### src/rtl/core/tfd_pkg.sv
// Shared types and constants for the tensor frame deframer.
package tfd_pkg;

    localparam int unsigned COUNT_BITS_DEF = 64;

    // Header layout, byte offsets from the start of the frame
    localparam int unsigned HEADER_LEN = 20;
    localparam int unsigned MAGIC_AT   = 0;
    localparam int unsigned VERSION_AT = 4;
    localparam int unsigned META_AT    = 8;
    localparam int unsigned TENSOR_AT  = 12;
    localparam int unsigned SLOT_BITS  = $clog2(HEADER_LEN);

    localparam int unsigned CFG_INDEX_BITS = 8;
    localparam int unsigned CFG_DATA_BITS  = 48;

    localparam logic [CFG_INDEX_BITS-1:0] CFG_MAGIC_WORD       = 8'd0;
    localparam logic [CFG_INDEX_BITS-1:0] CFG_EXPECTED_VERSION = 8'd1;
    localparam logic [CFG_INDEX_BITS-1:0] CFG_MAX_METADATA_LEN = 8'd2;
    localparam logic [CFG_INDEX_BITS-1:0] CFG_MAX_TENSOR_LEN   = 8'd3;

    typedef enum logic [1:0] {
        REGION_HEADER   = 2'd0,
        REGION_METADATA = 2'd1,
        REGION_TENSOR   = 2'd2
    } t_region;

    typedef enum logic [2:0] {
        STATUS_OK        = 3'd0,
        STATUS_SHORT     = 3'd1,
        STATUS_MAGIC     = 3'd2,
        STATUS_VERSION   = 3'd3,
        STATUS_META_LONG = 3'd4,
        STATUS_TENS_LONG = 3'd5,
        STATUS_SIZE      = 3'd6
    } t_status;

    typedef struct packed {
        logic [7:0] data_byte;
        logic       frame_end;
    } t_in_item;

    typedef struct packed {
        logic [7:0] payload_byte;
        t_region    region;
        logic       frame_done;
        t_status    status;
    } t_out_item;

    typedef struct packed {
        logic [31:0] magic_word;
        logic [31:0] expected_version;
        logic [31:0] max_metadata_len;
        logic [47:0] max_tensor_len;
    } t_cfg;

endpackage

### src/rtl/core/tfd_cfg_regs.sv
// Configuration register file for the tensor frame deframer.
module tfd_cfg_regs (
    input  logic                                i_clk,
    input  logic                                i_rst_n,
    input  logic                                i_wr_en,
    input  logic [tfd_pkg::CFG_INDEX_BITS-1:0]  i_index,
    input  logic [tfd_pkg::CFG_DATA_BITS-1:0]   i_data,
    output tfd_pkg::t_cfg                       o_cfg
);

    tfd_pkg::t_cfg r_cfg;

    always_ff @(posedge i_clk) begin
        if (!i_rst_n) begin
            r_cfg.magic_word       <= '0;
            r_cfg.expected_version <= '0;
            r_cfg.max_metadata_len <= '1;
            r_cfg.max_tensor_len   <= '1;
        end else if (i_wr_en) begin
            case (i_index)
                tfd_pkg::CFG_MAGIC_WORD:       r_cfg.magic_word       <= i_data[31:0];
                tfd_pkg::CFG_EXPECTED_VERSION: r_cfg.expected_version <= i_data[31:0];
                tfd_pkg::CFG_MAX_METADATA_LEN: r_cfg.max_metadata_len <= i_data[31:0];
                tfd_pkg::CFG_MAX_TENSOR_LEN:   r_cfg.max_tensor_len   <= i_data[47:0];
                default: ; // drop writes to unknown registers
            endcase
        end
    end

    assign o_cfg = r_cfg;

endmodule

### src/rtl/core/tfd_parser.sv
// Frame state, header capture, region tagging and frame verdict.
module tfd_parser #(
    parameter int unsigned COUNT_BITS = tfd_pkg::COUNT_BITS_DEF
) (
    input  logic               i_clk,
    input  logic               i_rst_n,
    input  logic               i_advance,
    input  tfd_pkg::t_in_item  i_item,
    input  tfd_pkg::t_cfg      i_cfg,
    output tfd_pkg::t_out_item o_result
);

    localparam int unsigned HL = tfd_pkg::HEADER_LEN;
    localparam int unsigned SB = tfd_pkg::SLOT_BITS;

    logic [COUNT_BITS-1:0] r_count;
    logic [COUNT_BITS-1:0] n_count;
    logic [HL-1:0][7:0]    r_hdr;
    logic [HL-1:0][7:0]    hdr_now;

    logic                  hdr_pos;
    logic [SB-1:0]         slot;
    logic [COUNT_BITS-1:0] offset;
    logic [31:0]           magic;
    logic [31:0]           version;
    logic [31:0]           meta_len;
    logic [63:0]           tens_len;
    logic [63:0]           size;
    logic [63:0]           expected;
    tfd_pkg::t_status      status;
    tfd_pkg::t_region      region;

    assign hdr_pos = r_count < COUNT_BITS'(HL);
    assign slot    = r_count[SB-1:0];
    assign n_count = (r_count == '1) ? r_count : r_count + COUNT_BITS'(1);
    assign offset  = r_count - COUNT_BITS'(HL);

    // Header as it stands once this byte is in
    always_comb begin
        for (int i = 0; i < HL; i++) begin
            hdr_now[i] = (hdr_pos && slot == SB'(i)) ? i_item.data_byte : r_hdr[i];
        end
        for (int k = 0; k < 4; k++) begin
            magic[8*k +: 8]    = hdr_now[tfd_pkg::MAGIC_AT + k];
            version[8*k +: 8]  = hdr_now[tfd_pkg::VERSION_AT + k];
            meta_len[8*k +: 8] = hdr_now[tfd_pkg::META_AT + k];
        end
        for (int k = 0; k < 8; k++) begin
            tens_len[8*k +: 8] = hdr_now[tfd_pkg::TENSOR_AT + k];
        end
    end

    assign size     = 64'(n_count);
    assign expected = 64'(HL) + 64'(meta_len) + tens_len;

    always_comb begin
        if (hdr_pos) begin
            region = tfd_pkg::REGION_HEADER;
        end else if (offset < COUNT_BITS'(meta_len)) begin
            region = tfd_pkg::REGION_METADATA;
        end else begin
            region = tfd_pkg::REGION_TENSOR;
        end
    end

    always_comb begin
        if (!i_item.frame_end) begin
            status = tfd_pkg::STATUS_OK;
        end else if (size < 64'(HL)) begin
            status = tfd_pkg::STATUS_SHORT;
        end else if (magic != i_cfg.magic_word) begin
            status = tfd_pkg::STATUS_MAGIC;
        end else if (version != i_cfg.expected_version) begin
            status = tfd_pkg::STATUS_VERSION;
        end else if (meta_len > i_cfg.max_metadata_len) begin
            status = tfd_pkg::STATUS_META_LONG;
        end else if (tens_len > 64'(i_cfg.max_tensor_len)) begin
            status = tfd_pkg::STATUS_TENS_LONG;
        end else if (expected != size) begin
            status = tfd_pkg::STATUS_SIZE;
        end else begin
            status = tfd_pkg::STATUS_OK;
        end
    end

    always_ff @(posedge i_clk) begin
        if (!i_rst_n) begin
            r_count <= '0;
            r_hdr   <= '0;
        end else if (i_advance) begin
            if (i_item.frame_end) begin
                // clear for the next frame
                r_count <= '0;
                r_hdr   <= '0;
            end else begin
                r_count <= n_count;
                r_hdr   <= hdr_now;
            end
        end
    end

    assign o_result.payload_byte = i_item.data_byte;
    assign o_result.region       = region;
    assign o_result.frame_done   = i_item.frame_end;
    assign o_result.status       = status;

endmodule

### src/rtl/core/tensor_frame_deframer.sv
// Top level of the tensor frame deframer: input and result registers around the parser.
//
// Takes one frame byte per transaction and returns one result per byte: the byte, its
// region (header, metadata, tensor) and, on the byte flagged as last, the frame verdict.
// The block sustains one byte per clock cycle while the output is not stalled; each
// byte passes through the input register and then the result register, with header
// capture, the region compare and the verdict checks done between them. The byte
// counter saturates at 2^COUNT_BITS-1. Configuration registers are written through the
// cfg channel, which is always ready; write them only while no frame bytes are in flight.
module tensor_frame_deframer #(
    parameter int unsigned COUNT_BITS = tfd_pkg::COUNT_BITS_DEF
) (
    input  logic                               i_clk,
    input  logic                               i_rst_n,
    input  logic                               i_in_valid,
    output logic                               o_in_stall,
    input  tfd_pkg::t_in_item                  i_in_data,
    output logic                               o_out_valid,
    input  logic                               i_out_stall,
    output tfd_pkg::t_out_item                 o_out_data,
    input  logic                               i_cfg_valid,
    output logic                               o_cfg_ready,
    input  logic [tfd_pkg::CFG_INDEX_BITS-1:0] i_cfg_index,
    input  logic [tfd_pkg::CFG_DATA_BITS-1:0]  i_cfg_data
);

    tfd_pkg::t_in_item  r_in;
    logic               r_in_valid;
    tfd_pkg::t_out_item r_out;
    logic               r_out_valid;
    tfd_pkg::t_out_item result;
    tfd_pkg::t_cfg      cfg;
    logic               move;

    assign o_cfg_ready = 1'b1;

    tfd_cfg_regs u_cfg (
        .i_clk   (i_clk),
        .i_rst_n (i_rst_n),
        .i_wr_en (i_cfg_valid && o_cfg_ready),
        .i_index (i_cfg_index),
        .i_data  (i_cfg_data),
        .o_cfg   (cfg)
    );

    tfd_parser #(
        .COUNT_BITS (COUNT_BITS)
    ) u_parser (
        .i_clk     (i_clk),
        .i_rst_n   (i_rst_n),
        .i_advance (move),
        .i_item    (r_in),
        .i_cfg     (cfg),
        .o_result  (result)
    );

    // advance the held byte whenever the result register is free or draining
    assign move       = r_in_valid && (!r_out_valid || !i_out_stall);
    assign o_in_stall = r_in_valid && !move;

    always_ff @(posedge i_clk) begin
        if (!i_rst_n) begin
            r_in_valid <= 1'b0;
        end else if (!o_in_stall) begin
            r_in_valid <= i_in_valid;
        end
    end

    always_ff @(posedge i_clk) begin
        if (!o_in_stall) begin
            r_in <= i_in_data;
        end
    end

    always_ff @(posedge i_clk) begin
        if (!i_rst_n) begin
            r_out_valid <= 1'b0;
        end else if (move) begin
            r_out_valid <= 1'b1;
        end else if (!i_out_stall) begin
            r_out_valid <= 1'b0;
        end
    end

    always_ff @(posedge i_clk) begin
        if (move) begin
            r_out <= result;
        end
    end

    assign o_out_valid = r_out_valid;
    assign o_out_data  = r_out;

`ifndef ASSERT_OFF
    a_hold_when_full: assert property (@(posedge i_clk) disable iff (!i_rst_n)
        (r_in_valid && r_out_valid && i_out_stall) |-> o_in_stall)
        else $error("input taken while both stages are full and stalled");

    a_status_only_at_end: assert property (@(posedge i_clk) disable iff (!i_rst_n)
        (o_out_valid && !o_out_data.frame_done) |-> (o_out_data.status == tfd_pkg::STATUS_OK))
        else $error("verdict shown on a byte that does not end the frame");

    a_body_not_short: assert property (@(posedge i_clk) disable iff (!i_rst_n)
        (o_out_valid && o_out_data.frame_done &&
         o_out_data.region != tfd_pkg::REGION_HEADER)
        |-> (o_out_data.status != tfd_pkg::STATUS_SHORT))
        else $error("frame past the header reported as short");
`endif

endmodule
### config.mk
export PLATFORM = sky130hd
export DESIGN_NAME = tensor_frame_deframer
export DESIGN_NICKNAME = d
export VERILOG_FILES = /design/src/rtl/core/tfd_pkg.sv /design/src/rtl/core/tfd_cfg_regs.sv /design/src/rtl/core/tfd_parser.sv /design/src/rtl/core/tensor_frame_deframer.sv
export SDC_FILE = /design/constraint.sdc
export NUM_CORES = 1
export LEC_CHECK = 0
export ABC_AREA = 1
export BUFFER_PORTS_ARGS = -buffer_cell sky130_fd_sc_hd__buf_4
export CORE_MARGIN = 4
export CORE_UTILIZATION = 55
export CTS_CLUSTER_DIAMETER = 200
export DETAILED_ROUTE_END_ITERATION = 8
export PLACE_DENSITY = 0.68
export SETUP_SLACK_MARGIN = 0.05
export SLEW_MARGIN = 0
export SYNTH_ARGS = -nofsm -noshare
export SYNTH_HDL_FRONTEND = slang
export SYNTH_SLANG_ARGS = --single-unit
### constraint.sdc
create_clock -name i_clk -period 10.37 [get_ports i_clk]
set_clock_uncertainty 0.1 [all_clocks]
set_input_delay 1.037 -clock i_clk [delete_from_list [all_inputs] [get_ports i_clk]]
set_output_delay 1.037 -clock i_clk [all_outputs]
set_load 0.01 [all_outputs]
==> impl_metrics.tcl <==
set metrics [dict create \
    outcome "completed" \
    finalWirelength_um 108000 \
    ys_seq_area_share_pct 28.0 \
    min_path_type "flip-flop to flip-flop" \
    cts_made_buffers 45 \
    synth_area_leader_cell "dfxtp_1" \
    finalCritPeriodShare_pct 73.1 \
    p_comb_share_pct 5.1 \
    cp_slowest_cell "nor2_8" \
    ant_nets 0 \
    drive_gt1_share_pct 8.94 \
    multi_input_area_mm2 0.0180 \
    die_h_um 237 \
    syn_to_final_growth_pct 8.24 \
    async_flop_share_pct 0 \
    start_kind "flip-flop" \
    grt_overflow 0 \
    rsz0062_at_grt "no" \
    gp_congestion 1.05 \
    nFillCells 5100 \
    yosysTopAreaCellShare_pct 25.6 \
    post_synth_inst_count 4449 \
    yosysWarningCount 0 \
    slew_headroom_pct 17.8 \
    dr_total_vias 29512 \
    period_needed_ns 7.58 \
    grt.busiest_layer "met2" \
    total_power_mw 3.40 \
    syn_nets 4670 \
    die_area_mm2 0.0564 \
    drt_iter0_markers 3233 \
    synth.avg_cell_area_um2 6.51 \
    power.leakage_nw 14.5 \
    diodes 0 \
    ys_ff_latch 393 \
    die_w_um 237 \
    yosys.cell_count.top_type "nand2_1" \
    clockBufferDepth 3 \
    remaining_drc_errors 0 \
    htree_levels 2 \
    cp_data_required_time_ns 10.63 \
    cp_data_arrival_time_ns 7.85 \
    setup-tns-final_ns 0 \
    ys_top_cells_by_count "nand2_1 (1,202), inv_1 (501), nor2_1 (393), a21oi_1 (379), dfxtp_1 (370)" \
    powerDensity_mw_per_mm2 109 \
    setup_violations 0 \
    portBuffers 85 \
    cts-root-buf "clkbuf_16" \
    fmax_mhz 132 \
    cts_tree "done" \
    p_sw_uw 863 \
    dpl_cell_area_mm2 0.0298 \
    netSwitchingFraction_pct 25.4 \
    use_met2_pct 58.3 \
    place_ws_ns 3.04 \
    dp_hpwl_um 82500 \
    synth_area_mm2 0.0290 \
    final_nets 4638 \
    avgRoutedWirePerCell_um 21.0 \
    grt_use_met3_pct 5.48 \
    cpPeakStageDelay_ns 0.46 \
    post_cts_buffers 0 \
    clk_pin_slew_ns 0.07 \
    setup_slack_ns 2.79 \
    slew_viol_final 0 \
    core-area_mm2 0.0517 \
    drv_cap 0 \
    clkPwrFrac_pct 49.5 \
    grt_pass1_wl_um 163000 \
    rows 83 \
    grt_max_degree 95 \
    synth_area_leaders "dfxtp_1 (26%), nand2_1 (16%), a21oi_1 (6.6%), inv_1 (6.5%), ha_1 (6.5%)" \
    seq_area_mm2 0.00810 \
    grt_pass1_vias 26861 \
    cts_sinks 393 \
    antenna_found_initial 1 \
    synth-main-ff-cell "dfxtp_1" \
    worst_slew_pin_slew_ns 1.23 \
    crit_type "flip-flop to flip-flop" \
    cts-resized-gates 0 \
    hold_viol 0 \
    track_usage_pct 36.9 \
    synth.distinct_cells 65 \
    worstSkewPairLatency_ns 0.62 \
    ir_drop_mv 0.136 \
    io_pins 87 \
    cp-end-kind "flip-flop" \
    finalInstanceArea_mm2 0.0313 \
    met1_usage_pct 51.6 \
    synth_enable_flop_cells 23 \
    cp_max_fo 21 \
    p_int_mw 2.54 \
    hold_buffers 0 \
    p_seq_share_pct 45.4 \
    dr.pass1.iters 9 \
    initial_core_util_pct 56.0 \
    vias_per_cell 5.75 \
]
## worst max-delay path, delay by kind of cell (launching register included)
kind                       cells  cell delay (ns)
DFF                            1             0.41
xor gates and xnor gates       1             0.18
AOI/OAI and AO/OA              3             0.48
buffers and inverters          7             0.66
adders and majority gates      3             0.76
and+or+nand+nor               33             4.69
## final cells by class
cell class	count	area share [%]
flip-flops and latches	393	25.8
well taps	680	2.71
multi-input cells	3337	57.4
clock inverters	28	1.11
clock buffers	55	3.84
inverters	521	6.29
repair buffers	119	2.85
## logic make-up (layout without fill, tap and decap cells)
kind of cell               Yosys count  in the layout  synth area share, %
muxes                                1              1               0.0346
DFF                                393            393                 28.0
and+or+nand+nor                   2220           2220                 34.1
other                                1              1               0.0130
buffers and inverters              719            723                 10.0
adders and majority gates          151            151                 6.55
xor gates and xnor gates           238            238                 7.44
AOI/OAI and AO/OA                  726            726                 13.8
## path summary, 6_finish.rpt
check,cells past startpoint,to,from,slack [ns]
max,47,o_out_data[2],u_parser.r_count[2],2.79
min,2,u_cfg.o_cfg[22],u_cfg.o_cfg[22],0.36
max reg2reg,47,o_out_data[2],u_parser.r_count[2],2.79
min reg2reg,2,u_cfg.o_cfg[22],u_cfg.o_cfg[22],0.36
## through the flow
step           hold slack [ns]  instances  util, %
2_1_floorplan            0.324       4449        -
6_report                 0.356       5133     60.6
5_1_grt                  0.374       5133     60.6
4_1_cts                  0.359       5133     60.6
3_5_place_dp             0.344       5050     57.6
3_3_place_gp             0.338       5050     57.6
## power by group through the flow
stage / Sequential, mW / Combinational, mW / Clock (mW)
6_report: 1.54 / 0.174 / 1.68
5_1_grt: 1.54 / 0.182 / 1.76
4_1_cts: 1.54 / 0.170 / 1.70
3_5_place_dp: 1.58 / 0.169 / 0
3_3_place_gp: 1.58 / 0.170 / 0
2_1_floorplan: 1.57 / 0.0818 / 0
## sequential cells by signal (all words and copies together) (netlist names)
register,count
u_parser.r_count,64
u_parser.r_hdr,160
u_cfg.o_cfg,144
o_out_valid,1
o_out_data,14
r_in,9
r_in_valid,1
## per-layer routing
metal / wire length, µm / vias to the layer above
met1: 46500 / 13587
met3: 8940 / 249
met2: 47600 / 1297
met5: 7 / -
li1: - / 14377
met4: 4710 / 2
## cells in the final DEF (no fill, tap or decap), types with 23 or more instances in the layout
master and n:
nand2_1 1202, inv_1 501, nor2_1 391, a21oi_1 379
dfxtp_1 370, nand3_1 222, o21ai_0 198, xor2_1 196
ha_1 150, buf_4 119, nand4_1 84, or2_2 73
nor3_1 71, nor4_1 51, clkbuf_16 45, xnor2_1 37
o211ai_1 36, nand3b_1 30, o21ai_1 28, edfxtp_1 23
No activity file was read; power rests on OpenSTA's default activity.
